===== config.mk =====
export PLATFORM = sky130hd
export DESIGN_NAME = json_string_unescape_ascii_flat
export DESIGN_NICKNAME = d
export VERILOG_FILES = /design/src/rtl/jsu_pkg.sv /design/src/rtl/jsu_in_if.sv /design/src/rtl/jsu_out_if.sv /design/src/rtl/json_string_unescape_ascii.sv /design/src/flat_wrapper.sv
export SDC_FILE = /design/constraint.sdc
export NUM_CORES = 1
export LEC_CHECK = 0
export BUFFER_PORTS_ARGS = -buffer_cell sky130_fd_sc_hd__buf_4
export CORE_ASPECT_RATIO = 0.8
export CORE_MARGIN = 8
export CORE_UTILIZATION = 55
export CTS_CLUSTER_SIZE = 28
export DETAILED_ROUTE_END_ITERATION = 10
export PLACE_DENSITY = 0.84
export SLEW_MARGIN = 5
export SYNTH_ARGS = -nofsm -noshare
export SYNTH_HDL_FRONTEND = slang
export SYNTH_SLANG_ARGS = --single-unit

===== constraint.sdc =====
create_clock -name clk -period 12.3 [get_ports clk]
set_input_delay 2.46 -clock clk [delete_from_list [all_inputs] [get_ports clk]]
set_output_delay 2.46 -clock clk [all_outputs]
set_load 0.03 [all_outputs]

===== src/rtl/jsu_pkg.sv =====
// ----------------------------------------------------------------------------
// jsu_pkg
// Shared types, codes and lookup functions for the JSON string unescaper.
// ----------------------------------------------------------------------------
`default_nettype none

package jsu_pkg;

  localparam int COUNT_WIDTH_DEF = 16;
  localparam int CHAR_COUNT_W    = 16;
  localparam int CHAR_W          = 7;
  localparam int BYTE_W          = 8;
  localparam int KIND_W          = 2;
  localparam int HEX_ACC_W       = 12;
  localparam int NUM_SHORT_ESC   = 8;

  // result kinds
  typedef enum logic [KIND_W-1:0] {
    KIND_CHAR  = 2'd0,
    KIND_DONE  = 2'd1,
    KIND_ERROR = 2'd2
  } kind_t;

  // scanner phase, one-hot
  typedef enum logic [6:0] {
    PH_NORMAL  = 7'b0000001,
    PH_ESCAPE  = 7'b0000010,
    PH_HEX1    = 7'b0000100,
    PH_HEX2    = 7'b0001000,
    PH_HEX3    = 7'b0010000,
    PH_HEX4    = 7'b0100000,
    PH_DISCARD = 7'b1000000
  } phase_t;

  // significant byte values
  localparam logic [BYTE_W-1:0] B_QUOTE     = 8'h22;
  localparam logic [BYTE_W-1:0] B_BACKSLASH = 8'h5C;
  localparam logic [BYTE_W-1:0] B_LETTER_U  = 8'h75;

  // short escape letters and the characters they stand for
  localparam logic [BYTE_W-1:0] ESC_LETTER [NUM_SHORT_ESC] =
    '{8'h22, 8'h5C, 8'h2F, 8'h62, 8'h66, 8'h6E, 8'h72, 8'h74};
  localparam logic [CHAR_W-1:0] ESC_VALUE [NUM_SHORT_ESC] =
    '{7'h22, 7'h5C, 7'h2F, 7'h08, 7'h0C, 7'h0A, 7'h0D, 7'h09};

  typedef struct packed {
    logic              hit;
    logic [CHAR_W-1:0] value;
  } esc_lookup_t;

  typedef struct packed {
    logic       ok;
    logic [3:0] value;
  } hex_lookup_t;

  function automatic esc_lookup_t short_escape(input logic [BYTE_W-1:0] b);
    esc_lookup_t r;
    r = '0;
    for (int i = 0; i < NUM_SHORT_ESC; i++) begin
      if (b == ESC_LETTER[i]) begin
        r.hit   = 1'b1;
        r.value = ESC_VALUE[i];
      end
    end
    return r;
  endfunction

  // hex digit value, upper or lower case
  function automatic hex_lookup_t hex_digit(input logic [BYTE_W-1:0] b);
    hex_lookup_t r;
    r = '0;
    if (b >= 8'h30 && b <= 8'h39) begin
      r.ok    = 1'b1;
      r.value = 4'(b - 8'h30);
    end else if (b >= 8'h41 && b <= 8'h46) begin
      r.ok    = 1'b1;
      r.value = 4'(b - 8'h37);
    end else if (b >= 8'h61 && b <= 8'h66) begin
      r.ok    = 1'b1;
      r.value = 4'(b - 8'h57);
    end
    return r;
  endfunction

endpackage

`default_nettype wire


===== src/rtl/jsu_in_if.sv =====
// ----------------------------------------------------------------------------
// jsu_in_if
// Input channel: one string body byte or the end marker per transfer.
// ----------------------------------------------------------------------------
`default_nettype none

interface jsu_in_if;
  logic       valid;
  logic       ready;
  logic [7:0] byte_in;
  logic       is_end;

  modport source (output valid, output byte_in, output is_end, input ready);
  modport sink   (input valid, input byte_in, input is_end, output ready);
endinterface

`default_nettype wire


===== src/rtl/jsu_out_if.sv =====
// ----------------------------------------------------------------------------
// jsu_out_if
// Result channel: decoded character, done or error, with the running count.
// ----------------------------------------------------------------------------
`default_nettype none

interface jsu_out_if;
  logic        valid;
  logic        ready;
  logic [1:0]  kind;
  logic [6:0]  char_out;
  logic [15:0] char_count;

  modport source (output valid, output kind, output char_out, output char_count,
                  input ready);
  modport sink   (input valid, input kind, input char_out, input char_count,
                  output ready);
endinterface

`default_nettype wire


===== src/rtl/json_string_unescape_ascii.sv =====
// ----------------------------------------------------------------------------
// json_string_unescape_ascii
// Decodes a JSON string body, one byte per transfer, into ASCII characters.
// ----------------------------------------------------------------------------
// Takes one byte per clock and gives at most one result per byte, in the next
// cycle, from a single result register; a new byte is taken every cycle as
// long as the result register is empty or being drained in the same cycle.
// Plain bytes 1..127 other than quote and backslash pass through, the eight
// short escapes and \uXXXX (code 1..127, either hex case) decode to one
// character, and escape leads produce nothing. The first fault in a string
// gives one error result and the rest of the string is dropped silently.
// The end transfer gives done with the final count (or an error if an
// escape was cut short) and returns the scanner to its reset state.
// char_count is the saturating count of decoded characters, low 16 bits.
// ----------------------------------------------------------------------------
`default_nettype none

module json_string_unescape_ascii
  import jsu_pkg::*;
#(
  parameter int COUNT_WIDTH = COUNT_WIDTH_DEF
) (
  input  wire logic  clk,
  input  wire logic  rst,
  jsu_in_if.sink     item,
  jsu_out_if.source  result
);

  localparam logic [COUNT_WIDTH-1:0] COUNT_MAX = '1;

  // scanner state
  phase_t                 phase, phase_next;
  logic [HEX_ACC_W-1:0]   hex_accum, hex_accum_next;
  logic [COUNT_WIDTH-1:0] decoded_count, decoded_count_next;

  // result register
  logic                   res_valid;
  kind_t                  res_kind;
  logic [CHAR_W-1:0]      res_char;
  logic [CHAR_COUNT_W-1:0] res_count;

  // combinational outcome of the current byte
  logic                   emit;
  kind_t                  emit_kind;
  logic [CHAR_W-1:0]      emit_char;
  logic [COUNT_WIDTH-1:0] emit_count;
  logic [CHAR_COUNT_W-1:0] emit_count16;

  logic                   take;
  logic [COUNT_WIDTH-1:0] count_inc;
  esc_lookup_t            esc;
  hex_lookup_t            hex;
  logic [BYTE_W-1:0]      b;

  // The result register frees up when empty or taken this cycle.
  assign item.ready = !res_valid || result.ready;
  assign take       = item.valid && item.ready;

  assign b         = item.byte_in;
  assign esc       = short_escape(b);
  assign hex       = hex_digit(b);
  assign count_inc = (decoded_count == COUNT_MAX) ? decoded_count
                                                  : decoded_count + 1'b1;

  always_comb begin
    phase_next         = phase;
    hex_accum_next     = hex_accum;
    decoded_count_next = decoded_count;
    emit               = 1'b0;
    emit_kind          = KIND_ERROR;
    emit_char          = '0;
    emit_count         = decoded_count;

    if (item.is_end) begin
      // closing quote: done if clean, error if an escape was cut short
      if (phase == PH_NORMAL) begin
        emit      = 1'b1;
        emit_kind = KIND_DONE;
      end else if (phase != PH_DISCARD) begin
        emit      = 1'b1;
        emit_kind = KIND_ERROR;
      end
      phase_next         = PH_NORMAL;
      hex_accum_next     = '0;
      decoded_count_next = '0;
    end else begin
      unique case (phase)
        PH_NORMAL: begin
          if (b == 8'h00 || b[7] || b == B_QUOTE) begin
            emit           = 1'b1;
            phase_next     = PH_DISCARD;
            hex_accum_next = '0;
          end else if (b == B_BACKSLASH) begin
            phase_next = PH_ESCAPE;
          end else begin
            emit               = 1'b1;
            emit_kind          = KIND_CHAR;
            emit_char          = b[CHAR_W-1:0];
            emit_count         = count_inc;
            decoded_count_next = count_inc;
          end
        end
        PH_ESCAPE: begin
          if (esc.hit) begin
            emit               = 1'b1;
            emit_kind          = KIND_CHAR;
            emit_char          = esc.value;
            emit_count         = count_inc;
            decoded_count_next = count_inc;
            phase_next         = PH_NORMAL;
          end else if (b == B_LETTER_U) begin
            phase_next     = PH_HEX1;
            hex_accum_next = '0;
          end else begin
            emit           = 1'b1;
            phase_next     = PH_DISCARD;
            hex_accum_next = '0;
          end
        end
        PH_HEX1, PH_HEX2, PH_HEX3: begin
          if (!hex.ok) begin
            emit           = 1'b1;
            phase_next     = PH_DISCARD;
            hex_accum_next = '0;
          end else begin
            hex_accum_next = {hex_accum[HEX_ACC_W-5:0], hex.value};
            phase_next     = (phase == PH_HEX1) ? PH_HEX2 :
                             (phase == PH_HEX2) ? PH_HEX3 : PH_HEX4;
          end
        end
        PH_HEX4: begin
          // last digit: code must lie in 1..127
          hex_accum_next = '0;
          if (!hex.ok || hex_accum[HEX_ACC_W-1:3] != '0 ||
              {hex_accum[2:0], hex.value} == 7'd0) begin
            emit       = 1'b1;
            phase_next = PH_DISCARD;
          end else begin
            emit               = 1'b1;
            emit_kind          = KIND_CHAR;
            emit_char          = {hex_accum[2:0], hex.value};
            emit_count         = count_inc;
            decoded_count_next = count_inc;
            phase_next         = PH_NORMAL;
          end
        end
        default: begin
          // discarding until the end transfer
          phase_next = PH_DISCARD;
        end
      endcase
    end
  end

  // count presented as its low 16 bits
  generate
    if (COUNT_WIDTH >= CHAR_COUNT_W) begin : g_cnt_trunc
      assign emit_count16 = emit_count[CHAR_COUNT_W-1:0];
    end else begin : g_cnt_ext
      assign emit_count16 = {{(CHAR_COUNT_W-COUNT_WIDTH){1'b0}}, emit_count};
    end
  endgenerate

  always_ff @(posedge clk) begin
    if (rst) begin
      phase         <= PH_NORMAL;
      hex_accum     <= '0;
      decoded_count <= '0;
    end else if (take) begin
      phase         <= phase_next;
      hex_accum     <= hex_accum_next;
      decoded_count <= decoded_count_next;
    end
  end

  always_ff @(posedge clk) begin
    if (rst) begin
      res_valid <= 1'b0;
    end else if (take) begin
      res_valid <= emit;
    end else if (result.ready) begin
      res_valid <= 1'b0;
    end
  end

  // payload, loaded with every transfer that yields a result
  always_ff @(posedge clk) begin
    if (take && emit) begin
      res_kind  <= emit_kind;
      res_char  <= emit_char;
      res_count <= emit_count16;
    end
  end

  assign result.valid      = res_valid;
  assign result.kind       = res_kind;
  assign result.char_out   = res_char;
  assign result.char_count = res_count;

endmodule

`default_nettype wire


===== src/flat_wrapper.sv =====
// flat-port wrapper written by rule: the top's interface ports become plain ports
module json_string_unescape_ascii_flat import jsu_pkg::*;
#(
  parameter int COUNT_WIDTH = COUNT_WIDTH_DEF
)
  (clk, rst, item_valid, item_byte_in, item_is_end, item_ready, result_valid, result_kind, result_char_out, result_char_count, result_ready);
  jsu_in_if item_i ();
  jsu_out_if result_i ();
  input  wire logic clk;
  input  wire logic rst;
  input wire logic [$bits(item_i.valid)-1:0] item_valid;
  input wire logic [$bits(item_i.byte_in)-1:0] item_byte_in;
  input wire logic [$bits(item_i.is_end)-1:0] item_is_end;
  output wire logic [$bits(item_i.ready)-1:0] item_ready;
  output wire logic [$bits(result_i.valid)-1:0] result_valid;
  output wire logic [$bits(result_i.kind)-1:0] result_kind;
  output wire logic [$bits(result_i.char_out)-1:0] result_char_out;
  output wire logic [$bits(result_i.char_count)-1:0] result_char_count;
  input wire logic [$bits(result_i.ready)-1:0] result_ready;
  assign item_i.valid = item_valid;
  assign item_i.byte_in = item_byte_in;
  assign item_i.is_end = item_is_end;
  assign item_ready = item_i.ready;
  assign result_valid = result_i.valid;
  assign result_kind = result_i.kind;
  assign result_char_out = result_i.char_out;
  assign result_char_count = result_i.char_count;
  assign result_i.ready = result_ready;
  json_string_unescape_ascii #(.COUNT_WIDTH(COUNT_WIDTH)) u_core (.clk(clk), .rst(rst), .item(item_i), .result(result_i));
endmodule

Yosys cells after proc, flatten, opt, wreduce, memory -nomap -nowiden
Index checks and enable logic that the tools add are counted.
{ "op_classes": {"n_addsub": 4, "n_reduce_logical": 20, "n_lt_le_gt_ge": 6, "mul": 0, "muxes": 57, "bitwise": 0, "shift": 0, "n_eq_ne": 20, "n_div": 0} }
{ "op_table": {"columns": ["op", "n"], "rows": [
  ["2-to-1 mux 16 bit", 7],
  ["2-to-1 mux 7 bit", 12],
  ["2-to-1 mux 8 bit", 8],
  ["equality test 8 x 7 -> 1 bit, second input constant", 7],
  ["2-to-1 mux 12 bit", 4],
  ["one-hot mux 12 bit (4 select lines)", 1],
  ["one-hot mux 16 bit (3 select lines)", 1],
  ["one-hot mux 7 bit (4 select lines)", 1],
  ["one-hot mux 7 bit (3 select lines)", 1],
  ["adder 16 x 1 -> 16 bit, second input constant", 1],
  ["equality test 16 bit, second input constant", 1],
  ["equality test 8 x 6 -> 1 bit, second input constant", 2],
  [">= comparator 8 x 7 -> 1 bit, second input constant", 2],
  ["less-or-equal comparator 8 x 7 -> 1 bit, second input constant", 2],
  ["2-to-1 mux 5 bit", 3],
  ["2-to-1 mux 2 bit", 6],
  ["2-to-1 mux 1 bit", 10],
  ["nonzero test 9 bit", 1],
  [">= comparator 8 x 6 -> 1 bit, second input constant", 1],
  ["less-or-equal comparator 8 x 6 -> 1 bit, second input constant", 1],
  ["logical NOT 8 bit", 1],
  ["subtractor 4 x 3 -> 4 bit, second input constant", 2],
  ["equality test 7 x 1 -> 1 bit, second input constant", 1],
  ["equality test 7 x 2 -> 1 bit, second input constant", 1],
  ["other kinds (20)", 30]
]} }
{ "totals": {"latchBits": 0, "ramBits": 0, "input_bits": 13, "memories": 0, "ff_bits": 61, "out_inout_bits": 27, "word_cells": 114, "rom_bits": 0} }

Longest topological paths before layout
Gate-level depths: netlist (run 1).
{ "depth": {"depth_word": 13, "depth_mapped": 11, "mapped_depth_nobuf": 10} }

Least setup slack after synthesis (run 1)
OpenSTA, ideal clock, no wires.
{ "synth_timing": {"path_kind": "input -> register", "start": "in item_byte_in[0]", "end": "reg u_core.res_count[0] (netlist: u_core.result.char_count[0]) (enable)", "path_buffers": 0, "stages": 7, "setup_slack_ps": 6215, "arrival_time_ps": 5629, "cell_sequence": "inv_1 > ha_1 > or3b_1 > o211a_4 > nor3_1 > nor4bb_1 > a311oi_1"} }
{ "synth_between": {"elab_chain_len": 13} }
{ "synth_rtl": {"columns": ["item", "line", "text"], "rows": [
  ["start, declared", "flat_wrapper.sv:12", "input wire logic [$bits(item_i.byte_in)-1:0] item_byte_in;"],
  ["equality test 8 x 6 -> 1 bit", "jsu_pkg.sv:60, json_string_unescape_ascii.sv:89", null],
  ["2-to-1 mux 8 bit (8 in a row)", "jsu_pkg.sv:60", "if (b == ESC_LETTER[i]) begin"],
  ["2-to-1 mux 1 bit", "json_string_unescape_ascii.sv:104", "if (esc.hit) begin"],
  ["one-hot mux 1 bit (4 select lines) *", "json_string_unescape_ascii.sv:87", "unique case (phase)"],
  ["2-to-1 mux 1 bit *", "json_string_unescape_ascii.sv:74", "if (item.is_end) begin"],
  ["logical AND 1 bit *", "json_string_unescape_ascii.sv:188", "if (take && emit) begin"],
  ["end signal, assigned", "json_string_unescape_ascii.sv:191", "res_count <= emit_count16;"],
  ["end, declared", "json_string_unescape_ascii.sv:40", "logic [CHAR_COUNT_W-1:0] res_count;"]
]} }
Mark *: on every way between the ends. The rest lies on a longest branch, timed or not.
A chain may end at the register's enable or synchronous reset.

Worst setup path in the final report (run 1)
{ "layout_timing": {"start": "in result_ready", "end": "out item_ready"} }
{ "layout_between": {"elab_chain_len": 1} }
{ "layout_rtl": {"columns": ["item", "line", "text"], "rows": [
  ["start, declared", "flat_wrapper.sv:19", "input wire logic [$bits(result_i.ready)-1:0] result_ready;"],
  ["logical OR 1 bit", "json_string_unescape_ascii.sv:56", "assign item.ready = !res_valid || result.ready;"],
  ["end, declared", "flat_wrapper.sv:14", "output wire logic [$bits(item_i.ready)-1:0] item_ready;"]
]} }
No other way between the ends.

==> results of run 1 <==
## cell families after synthesis
| kind of cell | count (synthesis) | synth area share, % |
|---|---|---|
| mux | 10 | 2.68 |
| flops | 61 | 36.7 |
| xor+xnor | 13 | 2.84 |
| compound gates | 110 | 18.8 |
| fa+ha+maj | 5 | 1.56 |
| buf+inv | 48 | 5.62 |
| simple gates | 224 | 31.8 |
## worst paths after layout
check,from,to,slack (ps),depth (start not counted)
min reg2reg,u_core.hex_accum[9]$_SDFFE_PP0P_,u_core.hex_accum[9]$_SDFFE_PP0P_,460,2
max,result_ready,item_ready,6920,3
min,u_core.hex_accum[9]$_SDFFE_PP0P_,u_core.hex_accum[9]$_SDFFE_PP0P_,460,2
max reg2reg,u_core.phase[0]$_SDFFE_PP1P_,u_core.phase[5]$_SDFFE_PP0P_,9420,8
## placed cells by master (no fill, tap or decap), types with 4 or more instances in the layout
cell      Yosys  routed
nand2_1      54      54
nor2_1       40      40
buf_4         4      40
a21oi_1      39      39
nand3_1      36      36
dfxtp_1      36      36
edfxtp_1     25      25
o21ai_0      17      17
inv_1        17      17
nor3_1       12      12
or3_1        11      11
xnor2_1      10      10
and3_1        9       9
clkbuf_8      0       9
nand4_1       8       8
a31oi_1       7       7
a22o_1        6       6
nor4_1        6       6
and2_1        6       6
nand2b_1      6       6
ha_1          5       5
mux2_2        4       4
nor2b_1       4       4
mux2i_1       4       4
## layer usage
metal,vias up,wire length (um),GRT usage [%]
met3,18,968,5.10
met4,0,120,6.76
met5,-,0,0
li1,1776,-,-
met1,1737,4580,27.2
met2,170,4330,27.6
## Yosys cell counts, types with 4 or more instances
| cell | count | share of area (%) |
|---|---|---|
| a31oi_1 | 7 | 1.1 |
| buf_2 | 12 | 1.5 |
| nor2b_1 | 4 | 0.62 |
| nand2_1 | 54 | 5.1 |
| o21ai_0 | 17 | 2.1 |
| mux2i_1 | 4 | 1.0 |
| buf_4 | 4 | 0.75 |
| edfxtp_1 | 25 | 19 |
| nor2_1 | 40 | 3.7 |
| xnor2_1 | 10 | 2.2 |
| dfxtp_1 | 36 | 18 |
| mux2_2 | 4 | 1.1 |
| ha_1 | 5 | 1.6 |
| inv_1 | 17 | 1.6 |
| nand2b_1 | 6 | 0.94 |
| a22o_1 | 6 | 1.3 |
| a21oi_1 | 39 | 4.9 |
| nor3_1 | 12 | 1.5 |
| nand3_1 | 36 | 4.5 |
| nor4_1 | 6 | 0.94 |
| and2_1 | 6 | 0.94 |
| clkbuf_1 | 13 | 1.2 |
| or3_1 | 11 | 1.7 |
| nand4_1 | 8 | 1.2 |
| and3_1 | 9 | 1.4 |
## area by class of cell
| cell class | instances | area share [%] |
|---|---|---|
| inverters | 17 | 1.43 |
| clock inverters | 7 | 1.12 |
| well taps | 90 | 2.53 |
| flip-flops and latches | 61 | 33.0 |
| repair buffers | 40 | 6.74 |
| clock buffers | 9 | 2.78 |
| multi-input cells | 362 | 52.4 |
## report_power, final
group	internal (mW)	switching, mW	total [mW]	leakage (nW)
Sequential	0.218	0.00318	0.221	0.542
Combinational	0.0275	0.0552	0.0826	0.950
Clock	0.0740	0.0858	0.160	0.0937
Total	0.320	0.144	0.464	1.59
## state kept, by name, summed over array words and instances (netlist names)
register / cells
u_core.decoded_count: 16
u_core.hex_accum: 12
u_core.phase: 7
u_core.result.char_count: 16
u_core.result.char_out: 7
u_core.result.kind: 2
u_core.result.valid: 1
## through the flow
step / instance area (um2) / total power, mW / setup slack, ps / hold WS, ps
2_1_floorplan: 4010 / 0.284 / 6220 / 432
3_3_place_gp: 4280 / 0.306 / 6930 / 440
3_5_place_dp: 4280 / 0.307 / 6910 / 449
4_1_cts: 4450 / 0.467 / 6910 / 458
5_1_grt: 4460 / 0.483 / 6890 / 483
6_report: 4460 / 0.464 / 6920 / 456
## worst reg2reg max path, delay by kind of cell (launching register included)
family | cells | cell delay (ps)
simple gates | 6 | 2110
compound gates | 2 | 290
flops | 1 | 430
==> impl_metrics.env, run 1 <==
export IMPL_num_rows=28
export IMPL_critPathTopFamily="buffers and inverters"
export IMPL_clock_skew_ps=13.9
export IMPL_async_reset_ff_share_pct=0
export IMPL_end_kind="primary output"
export IMPL_regArea_um2=1470
export IMPL_drt_iter0_markers=352
export IMPL_start_util_pct=55.5
export IMPL_ys_flop_type="dfxtp_1"
export IMPL_die_area_um2=10300
export IMPL_slowest_delay_ps=190
export IMPL_dp_hpwl_mm=7.23
export IMPL_insertion_delay_ps=350
export IMPL_p_leak_nw=1.59
export IMPL_tightest_slew_ps=1160
export IMPL_via_per_inst=6.32
export IMPL_root_buffer="clkbuf_8"
export IMPL_power_density_nw_per_um2=104
export IMPL_fmax_mhz=186
export IMPL_slowest_stage="buf_4"
export IMPL_cp_num_buf_inv=2
export IMPL_io_pins=40
export IMPL_utilization_pct=61.7
export IMPL_rsz0062_at_grt="false"
export IMPL_areaGrowthSynthToFinish_pct=11.2
export IMPL_fin_crit_ps=5380
export IMPL_clock_sinks=61
export IMPL_routed_wl_mm=10.0
export IMPL_hp_class="reg -> reg"
export IMPL_critPathMaxFanout=4
export IMPL_diodes=0
export IMPL_drt_pass1_iterations=5
export IMPL_cts_tree="built"
export IMPL_htreeDepth=3
export IMPL_maxCapViolations=0
export IMPL_outcome="finished, final reports clean"
export IMPL_crit_chain="buf_4, nand2b_1, buf_4"
export IMPL_multi_input_area_um2=2330
export IMPL_die_w_um=111
export IMPL_setup_viol=0
export IMPL_cts_hold_buf=0
export IMPL_drive_above_1_share_pct=16.9
export IMPL_synth_nets=489
export IMPL_crit_path_frequent_cell="buf_4"
export IMPL_grt_max_degree=27
export IMPL_synth_seq_cells=61
export IMPL_max_clock_path_buffers=2
export IMPL_grt_pass1_wl_mm=16.6
export IMPL_arrival_ps=2920
export IMPL_coreArea_um2=7220
export IMPL_fin_cells=586
export IMPL_numPortBuffers=39
export IMPL_finalSetupTns_ps=0
export IMPL_die_h_um=92.4
export IMPL_avgSynthCellArea_um2=8.51
export IMPL_nFillCells=613
export IMPL_wl_per_cell_um=17.1
export IMPL_clk_pin_slew_ps=60
export IMPL_synth_cells=471
export IMPL_layout_nets=509
export IMPL_crit_required_ps=9840
export IMPL_vdd_drop_max_v=0.0000676
export IMPL_min_period_over_period_pct=43.7
export IMPL_critPathKind="in -> out"
export IMPL_ant_nets=0
export IMPL_synth_distinct_cells=77
export IMPL_finalMaxSlewViolations=0
export IMPL_cts_resized=0
export IMPL_cts_post_setup_buffers_inserted=0
export IMPL_yosysSeqAreaShare_pct=36.7
export IMPL_numCtsBuffers=9
export IMPL_grt_overflow_total=0
export IMPL_synth_area_um2=4010
export IMPL_hold_viol=0
export IMPL_gp_congestion=0.998
export IMPL_dp_cells=570
export IMPL_slew_headroom_pct=21.9
export IMPL_synth_edf_count=25
export IMPL_worstSetupStartpointType="primary input"
export IMPL_synth_warnings=0
export IMPL_drc=0
export IMPL_vias=3701
export IMPL_grt_pass1_vias=3330
export IMPL_antenna_found_initial=0
export IMPL_grt_use_total_pct=19.2
No activity file was read; power rests on OpenSTA's default activity.
==> run 2: changes to the inputs <==
ABC_AREA = 1   (was unset)
PLACE_DENSITY = 0.87   (was 0.84)
clock period = 4.48 ns   (was 12.3 ns; I/O delays follow)
==> run 2 against run 1 <==
  * Clock power rose to 3.3 times the previous value
  * Critical endpoint is now u_core.result.char_out[3]$_SDFFCE_PP0P_
  * Die area grew 9.4%
  * Highest routed layer unchanged
  * Largest power group unchanged
  * Via count increased by 23%
  * Total power grew to 3.6 times the previous value
  * Synthesized area up 11%
  * Critical path depth rose by 13
==> impl_metrics.env, run 2 <==
export IMPL_switching_share_pct=35.1
export IMPL_grt_use_total_pct=23.2
export IMPL_grt_overflow_total=0
export IMPL_synth_cells=622
export IMPL_synth_distinct_cells=42
export IMPL_worstSetupStartpointType="primary input"
export IMPL_ant_nets=0
export IMPL_drt_pass1_iterations=6
export IMPL_cts_hold_buf=0
export IMPL_critPathKind="in -> reg"
export IMPL_synth_top_area_cell="edfxtp_1"
export IMPL_critPathMaxFanout=17
export IMPL_hold_viol=0
export IMPL_synth_edf_count=25
export IMPL_power_density_nw_per_um2=332
export IMPL_diodes=0
export IMPL_via_per_inst=5.94
export IMPL_synth_seq_cells=61
export IMPL_yosysSeqAreaShare_pct=33.0
export IMPL_numCtsBuffers=9
export IMPL_drive_above_1_share_pct=21.6
export IMPL_p_clk_share_pct=31.6
export IMPL_grt_pass1_wl_mm=20.6
export IMPL_vdd_drop_max_v=0.000182
export IMPL_slew_headroom_pct=41.3
export IMPL_dp_hpwl_mm=9.25
export IMPL_drt_iter0_markers=425
export IMPL_crit_required_ps=4540
export IMPL_die_w_um=117
export IMPL_tightest_slew_ps=877
export IMPL_drc=0
export IMPL_layout_nets=669
export IMPL_cts_resized=0
export IMPL_outcome="finished, final reports clean"
export IMPL_p_switching_mw=0.583
export IMPL_htreeDepth=3
export IMPL_layout_commonest_cell="nand2_1"
export IMPL_avgSynthCellArea_um2=7.16
export IMPL_root_buffer="clkbuf_8"
export IMPL_synth_area_leaders="edfxtp_1 (17%), dfxtp_1 (16%), nand2_1 (12%)"
export IMPL_routed_wl_mm=12.6
export IMPL_areaGrowthSynthToFinish_pct=12.2
export IMPL_die_h_um=96.5
export IMPL_num_rows=29
export IMPL_fin_crit_ps=3430
export IMPL_cts_post_setup_buffers_inserted=0
export IMPL_power_mw=1.66
export IMPL_coreArea_um2=7910
export IMPL_finalMaxSlewViolations=0
export IMPL_setup_viol=0
export IMPL_grt_pass1_vias=4260
export IMPL_numPortBuffers=39
export IMPL_end_kind="flip-flop"
export IMPL_async_reset_ff_share_pct=0
export IMPL_synth_top_area_share_pct=16.8
export IMPL_hp_class="reg -> reg"
export IMPL_wl_per_cell_um=16.4
export IMPL_clk_pin_slew_ps=70
export IMPL_cts_tree="built"
export IMPL_seq_power_share_pct=41.1
export IMPL_final_cell_mix="nand2_1 (138), inv_1 (65), nand3_1 (51)"
export IMPL_arrival_ps=3480
export IMPL_synth_warnings=0
export IMPL_start_util_pct=56.3
export IMPL_clock_skew_ps=13.1
export IMPL_maxCapViolations=0
export IMPL_io_pins=40
export IMPL_fmax_mhz=292
export IMPL_ys_flop_type="dfxtp_1"
export IMPL_p_int_mw=1.08
export IMPL_antenna_found_initial=0
export IMPL_rsz0062_at_grt="false"
export IMPL_synth_most_common_cell="nand2_1"
export IMPL_clock_sinks=61
export IMPL_nFillCells=712
export IMPL_synth_area_um2=4460
export IMPL_synth_nets=640
export IMPL_insertion_delay_ps=350
export IMPL_synthTopCellsByCount="nand2_1 (138), inv_1 (65), nand3_1 (51), nor2_1 (42), a21oi_1 (39)"
export IMPL_finalSetupTns_ps=0
export IMPL_p_leak_nw=2.10
export IMPL_gp_congestion=0.976
export IMPL_vias=4535
export IMPL_min_period_over_period_pct=76.5
export IMPL_die_area_um2=11300
export IMPL_grt_max_degree=39
export IMPL_max_clock_path_buffers=2
export IMPL_p_comb_share_pct=27.4
run 2: worst max-delay path, cell delays in order:
cell and delay [ps]:
buf_4 130, inv_1 140, ha_1 190, inv_1 70
nor2_1 210, nand4_4 190, nand2_1 120, nor2_1 60
nand3_1 340, inv_1 150, nand2_1 100, a22oi_1 60
nand3_1 130, nand2_1 80, inv_1 380, buf_12 220
run 2: layer usage:
layer,share of wire (%),vias to the layer above,track usage [%]
li1,-,2173,-
met1,44,2035,31.9
met2,42,286,34.5
met3,12,41,5.90
met4,2.0,0,8.29
met5,0,-,0
run 2: through the flow:
stage	cell area (um2)	setup slack [ps]	instances	hold slack [ps]	utilization [%]
2_1_floorplan	4460	1460	622	469	-
3_3_place_gp	4780	827	748	481	60.5
3_5_place_dp	4780	745	748	512	60.5
4_1_cts	5000	1090	764	523	63.2
5_1_grt	5000	757	764	545	63.2
6_report	5000	1050	764	520	63.2
run 2: path summary, 6_finish.rpt:
kind	start	to	slack, ps	depth (start not counted)
hold / removal	u_core.phase[2]$_SDFFE_PP0P_	u_core.phase[2]$_SDFFE_PP0P_	520	2
hold reg to reg	u_core.phase[2]$_SDFFE_PP0P_	u_core.phase[2]$_SDFFE_PP0P_	520	2
setup / recovery	item_byte_in[0]	u_core.result.char_out[3]$_SDFFCE_PP0P_	1050	16
setup reg to reg	u_core.result.valid$_SDFFE_PP0P_	u_core.hex_accum[2]$_SDFFE_PP0P_	1690	8
run 2: power groups by stage:
stage	Sequential (mW)	Clock (mW)	Combinational [mW]
after floorplan	0.730	0	0.288
after global placement	0.690	0	0.437
after detailed placement	0.692	0	0.447
after CTS	0.680	0.526	0.449
after global routing	0.688	0.549	0.494
final	0.682	0.524	0.455
run 2: layout make-up:
| cell class | count | area, um2 | area share [%] |
|---|---|---|---|
| timing repair buffer | 42 | 328 | 6.56 |
| clock buffer | 14 | 205 | 4.10 |
| tap | 108 | 135 | 2.70 |
| sequential | 61 | 1470 | 29.4 |
| inverter | 80 | 300 | 6.01 |
| multi-input combinational | 457 | 2550 | 51.0 |
| clock inverter | 2 | 10.0 | 0.200 |
run 2: logic make-up after synthesis:
logic type	Yosys count	synth area share [%]
adder cells (fa/ha/maj)	5	1.40
buffers and inverters	104	9.74
AO/OA/AOI/OAI	118	16.0
AND/OR/NAND/NOR	328	38.6
XOR/XNOR	6	1.18
flip-flops	61	33.0
